### src/hw/rtl/mps_pkg.sv
// mps_pkg: shared types and constants for the maze path depth-first search unit
// no dependencies; used by mps_ctrl, mps_dpath and maze_path_dfs_stack_unit

package mps_pkg;

  // grid geometry: the cell store is always 8 x 8, addressed {row, col}
  localparam int unsigned COORD_W   = 3;
  localparam int unsigned CELL_AW   = 2 * COORD_W;
  localparam int unsigned NUM_DIRS  = 4;
  localparam int unsigned DIR_W     = 2;
  localparam int unsigned OFS_W     = 2;
  localparam int unsigned NUM_CFG   = 2 * NUM_DIRS;
  localparam int unsigned CFG_IDX_W = 3;
  localparam int unsigned NBR_W     = COORD_W + 2;

  // cell codes held in the grid store
  localparam logic [1:0] CELL_OPEN    = 2'd0;
  localparam logic [1:0] CELL_WALL    = 2'd1;
  localparam logic [1:0] CELL_VISITED = 2'd2;

  // input function codes
  localparam logic FUNC_LOAD   = 1'b0;
  localparam logic FUNC_SEARCH = 1'b1;

  // register reset values, row then column offset per direction
  localparam logic [OFS_W-1:0] DIR_RESET [NUM_CFG] = '{
    2'b00, 2'b01, 2'b01, 2'b00, 2'b00, 2'b11, 2'b11, 2'b00
  };

  // one stacked cell with the direction taken out of it
  typedef struct packed {
    logic [COORD_W-1:0] row;
    logic [COORD_W-1:0] col;
    logic [DIR_W-1:0]   dir;
  } stk_entry_t;

  // controller states
  typedef enum logic [2:0] {
    S_IDLE,
    S_PROBE,
    S_CHECK,
    S_RESUME,
    S_EMIT,
    S_DRAIN_LD
  } mps_state_t;

  // commands from controller to datapath
  typedef struct packed {
    logic load;       // write one grid cell from the input transaction
    logic start;      // begin a search at the input cell
    logic probe_rd;   // read the grid at the current neighbor
    logic dir_inc;    // move on to the next direction
    logic step;       // push, enter and mark the neighbor
    logic pop_rd;     // read stack top and pop it
    logic pop_ld;     // resume from the popped entry
    logic out_goal;   // load result register with the goal
    logic out_none;   // load result register with not-found
    logic out_entry;  // load result register with the popped entry
  } mps_cmd_t;

  // status from datapath to controller
  typedef struct packed {
    logic dir_done;   // all four directions tried
    logic nbr_off;    // neighbor lies outside the grid
    logic nbr_open;   // neighbor read back as open
    logic nbr_goal;   // neighbor is the goal cell
    logic stk_empty;  // stack holds no entry
    logic out_last;   // result register holds the final result
  } mps_sts_t;

endpackage

### src/hw/rtl/maze_path_dfs_stack_unit.sv
// Maze path search unit. Grid cells load one per cycle (func 0) while the
// unit is idle. A search transaction (func 1) holds off intake while the
// depth-first walk runs: each tried neighbor takes one grid read through the
// single registered read port of the cell store, then the decision; a
// neighbor off the grid is skipped without a read, and each backtrack takes
// one stack read, then resume. Results then leave one at a time while
// out_tready is high, each stack entry taking one stack read before it is
// presented. Search time therefore grows with the number of cells visited.
// Visited marks stay in the grid, so the maze must be reloaded before the
// next search. The cell store needs no clearing after reset.
//
// maze_path_dfs_stack_unit: top level, joins controller and datapath
// depends on mps_pkg, mps_ctrl, mps_dpath

module maze_path_dfs_stack_unit #(
  parameter int unsigned ROWS        = 6,
  parameter int unsigned COLS        = 6,
  parameter int unsigned STACK_DEPTH = 64
) (
  input  logic                          clk,
  input  logic                          rst_n,
  // input stream
  input  logic                          in_tvalid,
  output logic                          in_tready,
  input  logic [7:0]                    in_tdata,   // cell_row, cell_col, cell_wall, pad
  input  logic                          in_tuser,   // func
  // result stream
  output logic                          out_tvalid,
  input  logic                          out_tready,
  output logic [7:0]                    out_tdata,  // path_row, path_col, is_start, pad
  output logic                          out_tuser,  // found
  output logic                          out_tlast,
  // configuration writes
  input  logic                          cfg_wr_en,
  input  logic [mps_pkg::CFG_IDX_W-1:0] cfg_index,
  input  logic [mps_pkg::OFS_W-1:0]     cfg_data
);
  import mps_pkg::*;

  mps_cmd_t           cmd;
  mps_sts_t           sts;
  logic               res_found, res_is_start;
  logic [COORD_W-1:0] res_row, res_col;

  mps_ctrl u_ctrl (
    .clk        (clk),
    .rst_n      (rst_n),
    .in_tvalid  (in_tvalid),
    .in_func    (in_tuser),
    .in_tready  (in_tready),
    .out_tready (out_tready),
    .out_tvalid (out_tvalid),
    .sts        (sts),
    .cmd        (cmd)
  );

  mps_dpath #(
    .ROWS        (ROWS),
    .COLS        (COLS),
    .STACK_DEPTH (STACK_DEPTH)
  ) u_dpath (
    .clk          (clk),
    .rst_n        (rst_n),
    .cmd          (cmd),
    .in_row       (in_tdata[2:0]),
    .in_col       (in_tdata[5:3]),
    .in_wall      (in_tdata[6]),
    .cfg_wr_en    (cfg_wr_en),
    .cfg_index    (cfg_index),
    .cfg_data     (cfg_data),
    .sts          (sts),
    .out_found    (res_found),
    .out_row      (res_row),
    .out_col      (res_col),
    .out_is_start (res_is_start),
    .out_last     (out_tlast)
  );

  // result packing
  assign out_tdata = {1'b0, res_is_start, res_col, res_row};
  assign out_tuser = res_found;

`ifndef ASSERT_OFF
  // intake and result delivery never overlap
  a_no_overlap: assert property (@(posedge clk) disable iff (!rst_n)
    !(in_tready && out_tvalid))
    else $error("intake open while a result is pending");

  // a search transaction closes intake on the next cycle
  a_search_busy: assert property (@(posedge clk) disable iff (!rst_n)
    (in_tvalid && in_tready && in_tuser) |=> !in_tready)
    else $error("intake still open after a search transaction");

  // the final result transaction reopens intake
  a_last_idle: assert property (@(posedge clk) disable iff (!rst_n)
    (out_tvalid && out_tready && out_tlast) |=> (in_tready && !out_tvalid))
    else $error("intake not reopened after the final result");
`endif

endmodule

### src/hw/rtl/mps_ctrl.sv
// mps_ctrl: search sequencer state machine for the maze path unit
// depends on mps_pkg; drives mps_dpath through mps_cmd_t, reads mps_sts_t

module mps_ctrl (
  input  logic              clk,
  input  logic              rst_n,
  input  logic              in_tvalid,
  input  logic              in_func,
  output logic              in_tready,
  input  logic              out_tready,
  output logic              out_tvalid,
  input  mps_pkg::mps_sts_t sts,
  output mps_pkg::mps_cmd_t cmd
);
  import mps_pkg::*;

  mps_state_t state_r, state_nxt;

  // state register
  always_ff @(posedge clk) begin
    if (!rst_n) begin
      state_r <= S_IDLE;
    end else begin
      state_r <= state_nxt;
    end
  end

  // next state
  always_comb begin
    state_nxt = state_r;
    unique case (state_r)
      S_IDLE: begin
        if (in_tvalid && (in_func == FUNC_SEARCH)) state_nxt = S_PROBE;
      end
      S_PROBE: begin
        priority if (sts.dir_done) begin
          state_nxt = sts.stk_empty ? S_EMIT : S_RESUME;
        end else if (!sts.nbr_off) begin
          state_nxt = S_CHECK;
        end
      end
      S_CHECK: begin
        priority if (sts.nbr_open && sts.nbr_goal) state_nxt = S_EMIT;
        else state_nxt = S_PROBE;
      end
      S_RESUME: state_nxt = S_PROBE;
      S_EMIT: begin
        if (out_tready) state_nxt = sts.out_last ? S_IDLE : S_DRAIN_LD;
      end
      S_DRAIN_LD: state_nxt = S_EMIT;
      default: state_nxt = S_IDLE;
    endcase
  end

  // outputs and datapath commands
  always_comb begin
    cmd        = '0;
    in_tready  = 1'b0;
    out_tvalid = 1'b0;
    unique case (state_r)
      S_IDLE: begin
        in_tready = 1'b1;
        cmd.load  = in_tvalid && (in_func == FUNC_LOAD);
        cmd.start = in_tvalid && (in_func == FUNC_SEARCH);
      end
      S_PROBE: begin
        priority if (sts.dir_done) begin
          cmd.out_none = sts.stk_empty;
          cmd.pop_rd   = !sts.stk_empty;
        end else if (sts.nbr_off) begin
          cmd.dir_inc = 1'b1;
        end else begin
          cmd.probe_rd = 1'b1;
        end
      end
      S_CHECK: begin
        cmd.dir_inc  = !sts.nbr_open;
        cmd.step     = sts.nbr_open;
        cmd.out_goal = sts.nbr_open && sts.nbr_goal;
      end
      S_RESUME: cmd.pop_ld = 1'b1;
      S_EMIT: begin
        out_tvalid = 1'b1;
        cmd.pop_rd = out_tready && !sts.out_last;
      end
      S_DRAIN_LD: cmd.out_entry = 1'b1;
      default: cmd = '0;
    endcase
  end

endmodule

### src/hw/rtl/mps_dpath.sv
// mps_dpath: grid store, path stack, walk registers and result register
// depends on mps_pkg; commanded by mps_ctrl

module mps_dpath #(
  parameter int unsigned ROWS        = 6,
  parameter int unsigned COLS        = 6,
  parameter int unsigned STACK_DEPTH = 64
) (
  input  logic                          clk,
  input  logic                          rst_n,
  input  mps_pkg::mps_cmd_t             cmd,
  input  logic [mps_pkg::COORD_W-1:0]   in_row,
  input  logic [mps_pkg::COORD_W-1:0]   in_col,
  input  logic                          in_wall,
  input  logic                          cfg_wr_en,
  input  logic [mps_pkg::CFG_IDX_W-1:0] cfg_index,
  input  logic [mps_pkg::OFS_W-1:0]     cfg_data,
  output mps_pkg::mps_sts_t             sts,
  output logic                          out_found,
  output logic [mps_pkg::COORD_W-1:0]   out_row,
  output logic [mps_pkg::COORD_W-1:0]   out_col,
  output logic                          out_is_start,
  output logic                          out_last
);
  import mps_pkg::*;

  localparam int unsigned CNT_W = $clog2(STACK_DEPTH + 1);
  localparam int unsigned SP_W  = (STACK_DEPTH > 1) ? $clog2(STACK_DEPTH) : 1;
  localparam logic [CNT_W-1:0] CNT_ONE  = CNT_W'(1);
  localparam logic [CNT_W-1:0] CNT_FULL = CNT_W'(STACK_DEPTH);
  localparam logic [NBR_W-1:0] GOAL_ROW = NBR_W'(ROWS);
  localparam logic [NBR_W-1:0] GOAL_COL = NBR_W'(COLS);

  logic [OFS_W-1:0]   dir_r [NUM_CFG];
  logic [1:0]         grid_mem [2**CELL_AW];
  stk_entry_t         stk_mem [STACK_DEPTH];
  logic [1:0]         grid_rdata_r;
  stk_entry_t         stk_rdata_r;
  logic [COORD_W-1:0] x_r, y_r, start_row_r, start_col_r;
  logic [DIR_W:0]     d_r;
  logic [CNT_W-1:0]   top_r;

  logic [OFS_W-1:0]   drow, dcol;
  logic [NBR_W-1:0]   nr, nc;
  logic [CELL_AW-1:0] nbr_addr;
  logic               push_ok;
  logic               gw_en;
  logic [CELL_AW-1:0] gw_addr;
  logic [1:0]         gw_data;
  logic [SP_W-1:0]    push_idx, pop_idx;
  stk_entry_t         push_entry;

  // direction registers, written from the configuration port
  always_ff @(posedge clk) begin
    if (!rst_n) begin
      dir_r <= DIR_RESET;
    end else if (cfg_wr_en) begin
      dir_r[cfg_index] <= cfg_data;
    end
  end

  // neighbor of the current cell in the current direction
  always_comb begin
    drow     = dir_r[{d_r[DIR_W-1:0], 1'b0}];
    dcol     = dir_r[{d_r[DIR_W-1:0], 1'b1}];
    nr       = {2'b00, x_r} + {{(NBR_W-OFS_W){drow[OFS_W-1]}}, drow};
    nc       = {2'b00, y_r} + {{(NBR_W-OFS_W){dcol[OFS_W-1]}}, dcol};
    nbr_addr = {nr[COORD_W-1:0], nc[COORD_W-1:0]};
    push_ok  = top_r < CNT_FULL;
  end

  // grid write port: cell load, start mark or visit mark
  always_comb begin
    gw_en   = cmd.load || cmd.start || cmd.step;
    gw_addr = cmd.step ? nbr_addr : {in_row, in_col};
    gw_data = cmd.load ? {1'b0, in_wall} : CELL_VISITED;
  end

  // grid store
  always_ff @(posedge clk) begin
    if (gw_en) grid_mem[gw_addr] <= gw_data;
    if (cmd.probe_rd) grid_rdata_r <= grid_mem[nbr_addr];
  end

  // path stack
  always_comb begin
    push_idx   = top_r[SP_W-1:0];
    pop_idx    = SP_W'(top_r - CNT_ONE);
    push_entry = '{row: x_r, col: y_r, dir: d_r[DIR_W-1:0]};
  end

  always_ff @(posedge clk) begin
    if (cmd.step && push_ok) stk_mem[push_idx] <= push_entry;
    if (cmd.pop_rd) stk_rdata_r <= stk_mem[pop_idx];
  end

  // stack fill count
  always_ff @(posedge clk) begin
    if (!rst_n) begin
      top_r <= '0;
    end else if (cmd.start) begin
      top_r <= '0;
    end else if (cmd.step && push_ok) begin
      top_r <= top_r + CNT_ONE;
    end else if (cmd.pop_rd) begin
      top_r <= top_r - CNT_ONE;
    end
  end

  // walk position, direction and start cell
  always_ff @(posedge clk) begin
    if (cmd.start) begin
      x_r         <= in_row;
      y_r         <= in_col;
      start_row_r <= in_row;
      start_col_r <= in_col;
      d_r         <= '0;
    end else if (cmd.step) begin
      x_r <= nr[COORD_W-1:0];
      y_r <= nc[COORD_W-1:0];
      d_r <= '0;
    end else if (cmd.pop_ld) begin
      x_r <= stk_rdata_r.row;
      y_r <= stk_rdata_r.col;
      d_r <= {1'b0, stk_rdata_r.dir} + (DIR_W+1)'(1);
    end else if (cmd.dir_inc) begin
      d_r <= d_r + (DIR_W+1)'(1);
    end
  end

  // result register
  always_ff @(posedge clk) begin
    priority if (cmd.out_none) begin
      out_found    <= 1'b0;
      out_row      <= '0;
      out_col      <= '0;
      out_is_start <= 1'b0;
      out_last     <= 1'b1;
    end else if (cmd.out_goal) begin
      out_found    <= 1'b1;
      out_row      <= nr[COORD_W-1:0];
      out_col      <= nc[COORD_W-1:0];
      out_is_start <= 1'b0;
      out_last     <= !push_ok && (top_r == '0);
    end else if (cmd.out_entry) begin
      out_found    <= 1'b1;
      out_row      <= stk_rdata_r.row;
      out_col      <= stk_rdata_r.col;
      out_is_start <= (stk_rdata_r.row == start_row_r) && (stk_rdata_r.col == start_col_r);
      out_last     <= top_r == '0;
    end else begin
      out_found <= out_found;
    end
  end

  // status to the controller
  always_comb begin
    sts.dir_done  = d_r[DIR_W];
    sts.nbr_off   = (nr[NBR_W-1:COORD_W] != '0) || (nc[NBR_W-1:COORD_W] != '0);
    sts.nbr_open  = grid_rdata_r == CELL_OPEN;
    sts.nbr_goal  = (nr == GOAL_ROW) && (nc == GOAL_COL);
    sts.stk_empty = top_r == '0;
    sts.out_last  = out_last;
  end

endmodule

### config.mk
export PLATFORM = sky130hd
export DESIGN_NAME = maze_path_dfs_stack_unit
export DESIGN_NICKNAME = d
export VERILOG_FILES = /design/src/hw/rtl/mps_pkg.sv /design/src/hw/rtl/maze_path_dfs_stack_unit.sv /design/src/hw/rtl/mps_ctrl.sv /design/src/hw/rtl/mps_dpath.sv
export SDC_FILE = /design/constraint.sdc
export NUM_CORES = 1
export LEC_CHECK = 0
export ABC_AREA = 1
export BUFFER_PORTS_ARGS = -buffer_cell sky130_fd_sc_hd__buf_2
export CORE_AREA = 2 2 316 318
export CTS_CLUSTER_DIAMETER = 50
export CTS_CLUSTER_SIZE = 20
export DETAILED_ROUTE_END_ITERATION = 10
export DIE_AREA = 0 0 318 320
export GPL_TIMING_DRIVEN = 0
export PLACE_DENSITY = 0.43
export SLEW_MARGIN = 10
export SYNTH_ARGS = -nofsm -noshare
export SYNTH_HDL_FRONTEND = slang
export SYNTH_SLANG_ARGS = --single-unit
export TNS_END_PERCENT = 30
### constraint.sdc
create_clock -name clk -period 4.4 [get_ports clk]
set_input_delay 0.66 -clock clk [delete_from_list [all_inputs] [get_ports clk]]
set_output_delay 0.66 -clock clk [all_outputs]
set_load 0.005 [all_outputs]
Word-level counts from Yosys, hierarchy flattened
Memories as Yosys holds them, arrays and structs flattened. A register that Yosys moved wholly into a read port is not among the register bits. Index checks and enable logic that the tools add are counted.

Output and inout bits: 12. Logic and storage cells: 136. Register bits after elaboration: 50. Memories: 2. Bits of input ports: 19. Bits in writable memories: 640.

Multiplexer cells: 57. Bitwise logic cells: 5. $add $sub $neg: 6. Reductions and logical operators: 29. $lt $le $gt $ge: 5. Equality and inequality tests: 12.

Memories: u_dpath.stk_mem (words 64, width 8, rd ports 1, clocked after Yosys merged registers in 1, write ports 1, line mps_dpath.sv:36) `stk_entry_t stk_mem [STACK_DEPTH];`; u_dpath.grid_mem (words 64, width 2, rd ports 1, clocked after Yosys merged registers in 1, write ports 1, line mps_dpath.sv:35) `logic [1:0] grid_mem [2**CELL_AW];`.

Operator list (count): $mux W3 (19); $mux W1 (20); $pmux W3 S6 (1); $bwmux W16 (1); $mux W2 (8); $mux W7 (2); $bmux W2 S3 (2); $ge A4 B4 Y1 const B (3); $not A3 Y4 (3); $add A4 B2 Y5 (2); $eq A5 B3 Y1 const B (2); $reduce_bool A2 Y1 (5); $logic_and A1 B1 Y1 (9); $add A7 B1 Y7 const B (1); $logic_not A7 Y1 (1); $lt A7 B7 Y1 const B (1); $sub A7 B1 Y7 const B (1); $demux W2 S3 (1); $eq A3 B2 Y1 const B (2); $eq A3 B3 Y1 (2); $eq A3 B3 Y1 const B (2); $mux W6 (1); $reduce_or A2 Y1 (3); $logic_not A1 Y1 (4); other kinds (14) (18).

Logic depth before layout (Yosys ltp)
Gate-level depths: netlist of the first run.

Depth in word-level cells: 12. Gate-level depth with buffers: 18. Depth with buffers taken out: 17.

Hierarchy
Synthesis of the first run repeated with hierarchy kept, for this count alone.

Cells, all modules: 3038. Area, all modules: 30832.1 µm².

Modules (own cells, without submodules): mps_dpath (times used 1, seq. area each 20579.7 µm², cells each 2975, area each 30503.0 µm²); mps_ctrl (times used 1, seq. area each 60.1 µm², cells each 60, area each 310.3 µm²); maze_path_dfs_stack_unit (times used 1, seq. area each 0.0 µm², cells each 3, area each 18.8 µm²).

Least setup slack after synthesis of the first run
No wires, ideal clock.

Kind: register to register. Start point: register u_dpath.d_r[0]. End point: memory u_dpath.grid_mem[54][0], enable pin. Clock period less this slack: 3.833 ns. Cell stages (with the launch flop): 13. Library setup time: 0.309 ns. Setup slack: 0.567 ns. Buffers on the path: 0. Data required time: 4.091 ns. Arrival: 3.525 ns. Cells stage by stage: dfxtp_1 clkinv_1 o21ai_0 o22ai_1 ha_1 fa_1 xnor2_2 nand2_1 o21ai_2 nand2_1 inv_1 nand2_1 nor2_1.

Word-level cells in the longest chain between the ends: 6. Elaborated cells on any way between the ends: 11. Those cells by class: 2 x add/sub; 7 x mux; 2 x bitwise.

RTL lines: start: declaration (line mps_dpath.sv:40) `logic [DIR_W:0] d_r;`; start signal: assignment (line mps_dpath.sv:125) `d_r <= {1'b0, stk_rdata_r.dir} + (DIR_W+1)'(1);`; start signal: assignment (line mps_dpath.sv:127) `d_r <= d_r + (DIR_W+1)'(1);`; $not A3 Y4 (on tied branches) (line mps_dpath.sv:65, mps_dpath.sv:64); $bmux W2 S3 (on tied branches) (line mps_dpath.sv:65, mps_dpath.sv:64); $mux W2 (on tied branches) (2 in a row) (line mps_dpath.sv:65, mps_dpath.sv:64); $add A4 B2 Y5 (on tied branches) (line mps_dpath.sv:67, mps_dpath.sv:66); $mux W6 * (line mps_dpath.sv:75) `gw_addr = cmd.step ? nbr_addr : {in_row, in_col};`; end: declaration (line mps_dpath.sv:35).

Every way passes the cells marked *; elsewhere a longest branch is shown, timed or not. The select of a mux whose other input is x is not followed.

Worst setup path after layout of the first run
Start point: register u_dpath.top_r[0]. End point: register, netlist name u_dpath.stk_rdata_r[7].

Elaborated cells on any way between the ends: 5. Those cells by class: 1 x add/sub; 2 x mux; 2 x reduce/logical.

RTL lines: start: declaration (line mps_dpath.sv:41) `logic [CNT_W-1:0] top_r;`; start signal: assignment (line mps_dpath.sv:104) `top_r <= top_r + CNT_ONE;`; start signal: assignment (line mps_dpath.sv:106) `top_r <= top_r - CNT_ONE;`; $sub A7 B1 Y7 (line mps_dpath.sv:88) `pop_idx = SP_W'(top_r - CNT_ONE);`; via u_dpath.pop_idx[0] (line mps_dpath.sv:50) `logic [SP_W-1:0] push_idx, pop_idx;`.

The timed path passes the listed nets, and every way through them passes these cells. A chain may end at the register's enable or synchronous reset.

==> results.rst, run 1 <==
.. list-table::
   :header-rows: 1

   * - Metric
     - Value
   * - Highest fanout seen on the critical path
     - 10
   * - Later-pin clock latency in the skew report
     - 670 ps
   * - Time the worst path needs with I/O delays and setup
     - 4270 ps
   * - Number of clock buffers inserted by TritonCTS
     - 92
   * - Top FF cell, synth
     - sky130_fd_sc_hd__edfxtp_1
   * - Total negative slack for setup checks
     - 0 ps
   * - Die outline area
     - 0.102 mm^2
   * - Horizontal extent of the die
     - 318 um
   * - Critical path cell sequence
     - buf_6, buf_8, inv_4, buf_6, buf_8, buf_6, ha_1, buf_2, clkbuf_1, o21ai_0, o221ai_1, nand3_1, nand3_1, nand3_1, nand2_1
   * - DP Area
     - 0.0317 mm^2
   * - Most used standard cells in the synthesized netlist
     - sky130_fd_sc_hd__edfxtp_1, sky130_fd_sc_hd__nor2_1, sky130_fd_sc_hd__o21ai_0
   * - Boundary Pins
     - 31
   * - Average wire length per cell after detail routing
     - 26.1 um
   * - Largest net degree at the start of global routing
     - 43
   * - Via count of the first global-routing pass
     - 20200
   * - GRT Residual Overflow
     - 0
   * - Number of antenna violations at the first check in global routing
     - 4
   * - Starting Density
     - 29.9%
   * - Sink count of the clock tree
     - 700
   * - Portion of the post-synthesis area used by sequential elements
     - 70.4%
   * - Post-CTS Setup Bufs
     - 0
   * - Netlist area before placement
     - 0.0293 mm^2
   * - Hold Worst Slack
     - 211 ps
   * - Detailed Route WL
     - 103 mm
   * - Footprint of the multi-input gates
     - 0.00758 mm^2
   * - Critical Setup Path Class
     - flip-flop to flip-flop
   * - Fraction of the cycle the final worst path needs
     - 97.0%
   * - # rows
     - 115
   * - Max Cap Violations
     - 0
   * - Core Region
     - 0.0980 mm^2
   * - Hold Crit Class
     - primary input to flip-flop
   * - Most repeated cell in the gate-level netlist after synthesis
     - sky130_fd_sc_hd__edfxtp_1
   * - Slew at the pin with the worst max-slew slack
     - 1090 ps
   * - Avg Cell Area, Syn
     - 11.9 um^2
   * - Outcome
     - finished clean
   * - Final number of hold-violating endpoints
     - 0
   * - Post-route total power
     - 19700 uW
   * - Area share of the largest cell type after synthesis
     - 67.8%
   * - Proportion of layout cells with a drive suffix above 1
     - 12.7%
   * - Final ANT Viol Nets
     - 0
   * - Relative slew slack
     - 27.2%
   * - Overall via count from detail_route
     - 20800
   * - Detail Placement HPWL
     - 71.4 mm
   * - Total track usage
     - 20.0%
   * - Startpoint type of the worst setup path
     - flip-flop
   * - Endpoint class of the critical path
     - flip-flop
   * - Pwr per Cell Area
     - 562 mW/mm^2
   * - Area occupied by registers
     - 0.0206 mm^2
   * - Final worst slack
     - 130 ps
   * - Number of DRC markers in iteration 0
     - 2251
   * - Routed vias/inst
     - 5.23
   * - Nets@finish
     - 2639
   * - Worst clock skew
     - 44.1 ps
   * - Endpoint arrival time on the critical path
     - 4760 ps
   * - Drt drc
     - 0
   * - Longest individual stage delay on the worst path
     - 830 ps
   * - Peak ir drop on the vdd network
     - 0.000337 V
   * - Buffers from clock root to sink, at most
     - 3
   * - H-tree depth
     - 3
   * - P&R area growth vs syn
     - 19.2%
   * - Highest Clock Rate
     - 0.234 GHz
   * - Count of port buffers added during placement
     - 25
   * - Die boundary height
     - 320 um
   * - Fillcell total
     - 9506
   * - Async SR Flop Fraction
     - 0%
   * - Slowest-stage cell, CP
     - sky130_fd_sc_hd__clkbuf_1
   * - Leakage power total
     - 0.0118 uW
   * - First-pass GRT wire length
     - 146 mm
   * - Gpl congestion
     - 0.902
   * - Setup slack at placement
     - -283 ps
   * - Root Buffer Master
     - sky130_fd_sc_hd__clkbuf_16
   * - Count of warnings emitted by yosys
     - 0
   * - Number of buffers inserted for hold repair after clock tree synthesis
     - 0
   * - Number of synthesized flops with an enable pin
     - 662
   * - CTS tree
     - done
   * - RSZ-0062 raised after global routing
     - no
   * - Cell taking the most area after synthesis
     - sky130_fd_sc_hd__edfxtp_1
   * - Final instance area
     - 0.0350 mm^2
   * - First-pass iteration count of the detailed router
     - 5
   * - Net count of the mapped netlist
     - 2497
   * - Post-Syn Instances
     - 2465
   * - Final number of max-transition violations
     - 0
   * - Required time of the critical path
     - 4890 ps
   * - Number of flip-flops and latches in the synthesized netlist
     - 700
   * - Clock slew at reported path FFs
     - 60 ps
   * - Cells taking the most area after synthesis
     - sky130_fd_sc_hd__edfxtp_1, sky130_fd_sc_hd__nor2_1, sky130_fd_sc_hd__o21ai_0
   * - Final setup violating endpoints
     - 0
   * - Synth unique cells
     - 43
[timing repair]
| item | in CTS | in global routing |
|---|---|---|
| endpoints found under the setup margin | 82 | 67 |
| gates resized for setup | 5 | 8 |
| pin swaps | 0 | 0 |
[critical path: cells and delay by family (launching register included)]
family                     cells  cell delay [ps]
AOI/OAI and AO/OA              2              820
adders and majority gates      1              360
DFF                            1              350
buffers and inverters          8             1980
and+or+nand+nor                4              570
[area by class of cell]
type                    count  area share (%)
diodes                      1         0.00716
plain buffers             144            2.36
clock buffers             100            6.70
clock inverters            71            2.68
inverters                  85           0.938
multi-input cells        1535            21.7
flip-flops and latches    700            59.1
well taps                1287            4.61
repair buffers             49            1.96
[through the flow]
step                      util [%]  cells
after CTS                     35.7   3972
after global placement        31.7   3777
after global routing          35.7   3971
after detailed placement      32.3   3801
final                         35.7   3972
after floorplan                  -   2465
[cells in the final DEF (no fill, tap or decap), types with 62 or more instances in the layout]
cell type and n:
sky130_fd_sc_hd__edfxtp_1 662, sky130_fd_sc_hd__nor2_1 553, sky130_fd_sc_hd__o21ai_0 324, sky130_fd_sc_hd__nand2_1 204, sky130_fd_sc_hd__nand3_1 150, sky130_fd_sc_hd__clkbuf_16 92, sky130_fd_sc_hd__clkbuf_1 78, sky130_fd_sc_hd__inv_1 70
sky130_fd_sc_hd__o211ai_1 68, sky130_fd_sc_hd__o221ai_1 62
[state kept, by name, indices dropped and copies added, names as in the netlist, 2 cells and up]
name	flops
u_dpath.grid_rdata_r	2
u_ctrl.state_r	3
u_dpath.grid_mem	128
u_dpath.out_row	3
u_dpath.start_row_r	3
u_dpath.stk_rdata_r	8
u_dpath.start_col_r	3
u_dpath.top_r	7
u_dpath.out_col	3
u_dpath.d_r	3
u_dpath.y_r	3
u_dpath.dir_r	16
u_dpath.x_r	3
u_dpath.stk_mem	512
[kinds of logic after synthesis]
kind of cell,synth area share (%)
XOR/XNOR,0.461
AO/OA/AOI/OAI,11.2
other,0.0128
adder cells (fa/ha/maj),0.606
AND/OR/NAND/NOR,13.4
flip-flops,70.4
buffers and inverters,3.90
[where the power goes]
part	total [uW]	internal [uW]	switching [uW]	leakage, uW
logic	3850	1060	2790	0.00388
clock network	7990	4800	3190	0.00159
registers	7810	7650	163	0.00629
[final timing paths]
check / from / to / slack [ps] / cells after the start
worst max-delay path: u_dpath.top_r[0] / u_dpath.stk_rdata_r[7] / 130 / 15
worst min-delay path: in_tdata[5] / u_dpath.start_col_r[2] / 210 / 1
worst max register to register: u_dpath.top_r[0] / u_dpath.stk_rdata_r[7] / 130 / 15
worst min register to register: u_dpath.dir_r[10] / u_dpath.dir_r[10] / 460 / 2
[layer usage]
layer / vias up / GRT usage, % / part of all wire, %
li1: 9275 / - / -
met4: 2 / 6.21 / 2.7
met5: - / 0 / 0.014
met1: 10600 / 27.9 / 45
met3: 160 / 4.47 / 7.6
met2: 781 / 31.0 / 45
Power figures use the tool's default switching activity.
==> run 2, diff against run 1 <==
BUFFER_PORTS_ARGS = -buffer_cell sky130_fd_sc_hd__clkbuf_2   (was -buffer_cell sky130_fd_sc_hd__buf_2)
==> results.rst, run 2 (synthesized netlist as in run 1, its figures left out) <==
.. list-table::
   :header-rows: 1

   * - Metric
     - Value
   * - Outcome
     - finished clean
   * - CTS tree
     - done
   * - P&R area growth vs syn
     - 17.6%
   * - Number of clock buffers inserted by TritonCTS
     - 83 (-9.8%)
   * - Leakage power total
     - 0.0115 uW (-1.9%)
   * - Total track usage
     - 20.0% (-0.027 points)
   * - Diode insertion count for antenna repair
     - 0 (-1)
   * - Hold Worst Slack
     - 234 ps (+23.0 ps)
   * - Commonest non-fill, non-tap cells in the layout
     - sky130_fd_sc_hd__edfxtp_1, sky130_fd_sc_hd__nor2_1, sky130_fd_sc_hd__o21ai_0
   * - Worst clock skew
     - 63.7 ps (+19.6 ps)
   * - Average wire length per cell after detail routing
     - 26.1 um (+0.12%)
   * - Sink count of the clock tree
     - 700 (unchanged)
   * - Portion of total power attributed to the clock network
     - 37.8% (-2.9 points)
   * - Critical Setup Path Class
     - flip-flop to flip-flop
   * - Buffers from clock root to sink, at most
     - 3 (unchanged)
   * - Highest Clock Rate
     - 0.231 GHz (-1.3%)
   * - Final number of max-transition violations
     - 0 (unchanged)
   * - Pwr per Cell Area
     - 543 mW/mm^2 (-3.4%)
   * - Setup crit start
     - u_dpath.top_r[0]
   * - Net switching power
     - 6000 uW (-2.4%)
   * - DP Area
     - 0.0317 mm^2 (about the same)
   * - Later-pin clock latency in the skew report
     - 660 ps (about the same)
   * - Required time of the critical path
     - 4740 ps (-150 ps)
   * - Endpoint arrival time on the critical path
     - 4660 ps (-100 ps)
   * - Number of buffers inserted for hold repair after clock tree synthesis
     - 0 (unchanged)
   * - Nets@finish
     - 2634 (-0.19%)
   * - Root Buffer Master
     - sky130_fd_sc_hd__clkbuf_16
   * - Most common cell after layout, fill and taps aside
     - sky130_fd_sc_hd__edfxtp_1
   * - Flip-flop count of the largest register, all copies and words added
     - 512 (unchanged)
   * - Startpoint type of the worst setup path
     - flip-flop
   * - Biggest registers after layout
     - u_dpath.stk_mem x512, u_dpath.grid_mem x128, u_dpath.dir_r x16
   * - Time the worst path needs with I/O delays and setup
     - 4320 ps (+54.4 ps)
   * - Share of total power consumed by net switching
     - 32.1% (+0.77 points)
   * - Relative slew slack
     - 24.5% (-2.8 points)
   * - Number of antenna violations at the first check in global routing
     - 6 (+2)
   * - Hold Crit Class
     - primary input to flip-flop
   * - Slew at the pin with the worst max-slew slack
     - 1130 ps (+37.6 ps)
   * - H-tree depth
     - 3 (unchanged)
   * - Highest fanout seen on the critical path
     - 10 (unchanged)
   * - Final number of hold-violating endpoints
     - 0 (unchanged)
   * - Final setup violating endpoints
     - 0 (unchanged)
   * - Via count of the first global-routing pass
     - 20100 (-0.14%)
   * - Minimum setup slack among reg-to-reg paths
     - 80 ps (-50 ps)
   * - Most flop-heavy register
     - u_dpath.stk_mem
   * - Start of the worst register-to-register path
     - u_dpath.top_r[0]
   * - Fraction of the cycle the final worst path needs
     - 98.3% (+1.2 points)
   * - Hold Crit Start
     - in_tdata[5]
   * - Final ANT Viol Nets
     - 0 (unchanged)
   * - Drt drc
     - 0 (unchanged)
   * - Proportion of layout cells with a drive suffix above 1
     - 12.1% (-0.65 points)
   * - Post-route total power
     - 18700 uW (-4.7%)
   * - Die outline area
     - 0.102 mm^2 (unchanged)
   * - Combinational group share of total power
     - 20.7% (+1.1 points)
   * - Flop pwr share
     - 41.6% (+1.9 points)
   * - First-pass iteration count of the detailed router
     - 6 (+1)
   * - First-pass GRT wire length
     - 147 mm (+0.15%)
   * - Detail Placement HPWL
     - 71.4 mm (about the same)
   * - Die boundary height
     - 320 um (unchanged)
   * - Detailed Route WL
     - 103 mm (-0.21%)
   * - Overall via count from detail_route
     - 20700 (-0.37%)
   * - Number of DRC markers in iteration 0
     - 2540 (+13%)
   * - Gpl congestion
     - 0.905 (+0.31%)
   * - # rows
     - 115 (unchanged)
   * - Cell internal power dissipation
     - 12700 uW (-5.8%)
   * - Count of port buffers added during placement
     - 25 (unchanged)
   * - Core Region
     - 0.0980 mm^2 (unchanged)
   * - Largest net degree at the start of global routing
     - 66 (+53%)
   * - Endpoint class of the critical path
     - flip-flop
   * - Peak ir drop on the vdd network
     - 0.000301 V (-11%)
   * - Starting Density
     - 29.9% (unchanged)
   * - GRT Residual Overflow
     - 0 (unchanged)
   * - Horizontal extent of the die
     - 318 um (unchanged)
   * - Routed vias/inst
     - 5.23 (about the same)
   * - Boundary Pins
     - 31 (unchanged)
   * - Max Cap Violations
     - 0 (unchanged)
   * - Final instance area
     - 0.0345 mm^2 (-1.3%)
   * - Clock slew at reported path FFs
     - 60 ps (about the same)
[run 2: cell count changes in the layout (fill, tap and decap cells not counted), sizes merged]
cell,delta
diode,-1
clkinvlp,-2
clkinv,+1
bufinv,-7
inv,+4
clkbuf,+13
buf,-21
[run 2: power groups by stage]
| stage | registers (uW) | logic, uW | clock network (uW) |
|---|---|---|---|
| finish | 7790 | 3870 | 7070 |
| detailed placement | 7930 | 3840 | 0 |
| global placement | 8270 | 3370 | 0 |
| floorplan | 7970 | 2020 | 0 |
| global route | 7800 | 4200 | 7440 |
| CTS | 7790 | 3880 | 7160 |
[run 2: layout make-up]
| class | count | area (um^2) |
|---|---|---|
| Multi-Input combinational cell | 1535 | 7590 |
| Sequential cell | 700 | 20600 |
| Clock buffer | 88 | 2120 |
| Tap cell | 1287 | 1610 |
| Clock inverter | 67 | 697 |
| Buffer | 144 | 821 |
| Inverter | 85 | 328 |
| Timing Repair Buffer | 53 | 696 |
| Fill cell | 9651 | 63500 |
[run 2: critical path: stages, from the launching register on]
cell,delay [ps]
sky130_fd_sc_hd__dfxtp_1,320
sky130_fd_sc_hd__buf_6,150
sky130_fd_sc_hd__buf_8,150
sky130_fd_sc_hd__inv_4,70
sky130_fd_sc_hd__buf_6,150
sky130_fd_sc_hd__buf_8,170
sky130_fd_sc_hd__buf_6,170
sky130_fd_sc_hd__ha_1,250
sky130_fd_sc_hd__xor2_2,290
sky130_fd_sc_hd__clkbuf_1,860
sky130_fd_sc_hd__o221ai_1,650
sky130_fd_sc_hd__nand3_1,260
sky130_fd_sc_hd__nand3_1,200
sky130_fd_sc_hd__nand3_1,140
sky130_fd_sc_hd__nand2_1,150
[run 2: repair_timing]
item | in CTS | in global routing
endpoints found under the setup margin | 85 | 91
endpoints found under the hold margin | 0 | 0
gates cloned | 0 | 0
setup buffers | 0 | 1
resized for setup | 4 | 3
[run 2: stage by stage]
stage	cells	utilization, %	worst slack [ps]	TNS (ps)
2_1_floorplan	2465	-	567	0
3_3_place_gp	3777	31.7	-2900	-483130
3_5_place_dp	3804	32.3	-247	-7110
4_1_cts	3959	35.2	28.3	0
5_1_grt	3959	35.2	-4.59	-4.59
6_report	3959	35.2	75.9	0
[run 2: final timing paths]
kind / endpoint / cells after the start
worst min-delay path: u_dpath.start_col_r[2] / 1
worst min register to register: u_dpath.dir_r[4] / 2
worst max-delay path: u_dpath.stk_rdata_r[7] / 14
worst max register to register: u_dpath.stk_rdata_r[7] / 14
[run 2: per-layer routing]
metal	global-route usage, %	vias up	routed length, um
met5	0	-	0
met4	5.51	0	2620
met3	3.44	148	7360
met2	31.2	791	46500
met1	28.7	10500	46800
li1	-	9251	-
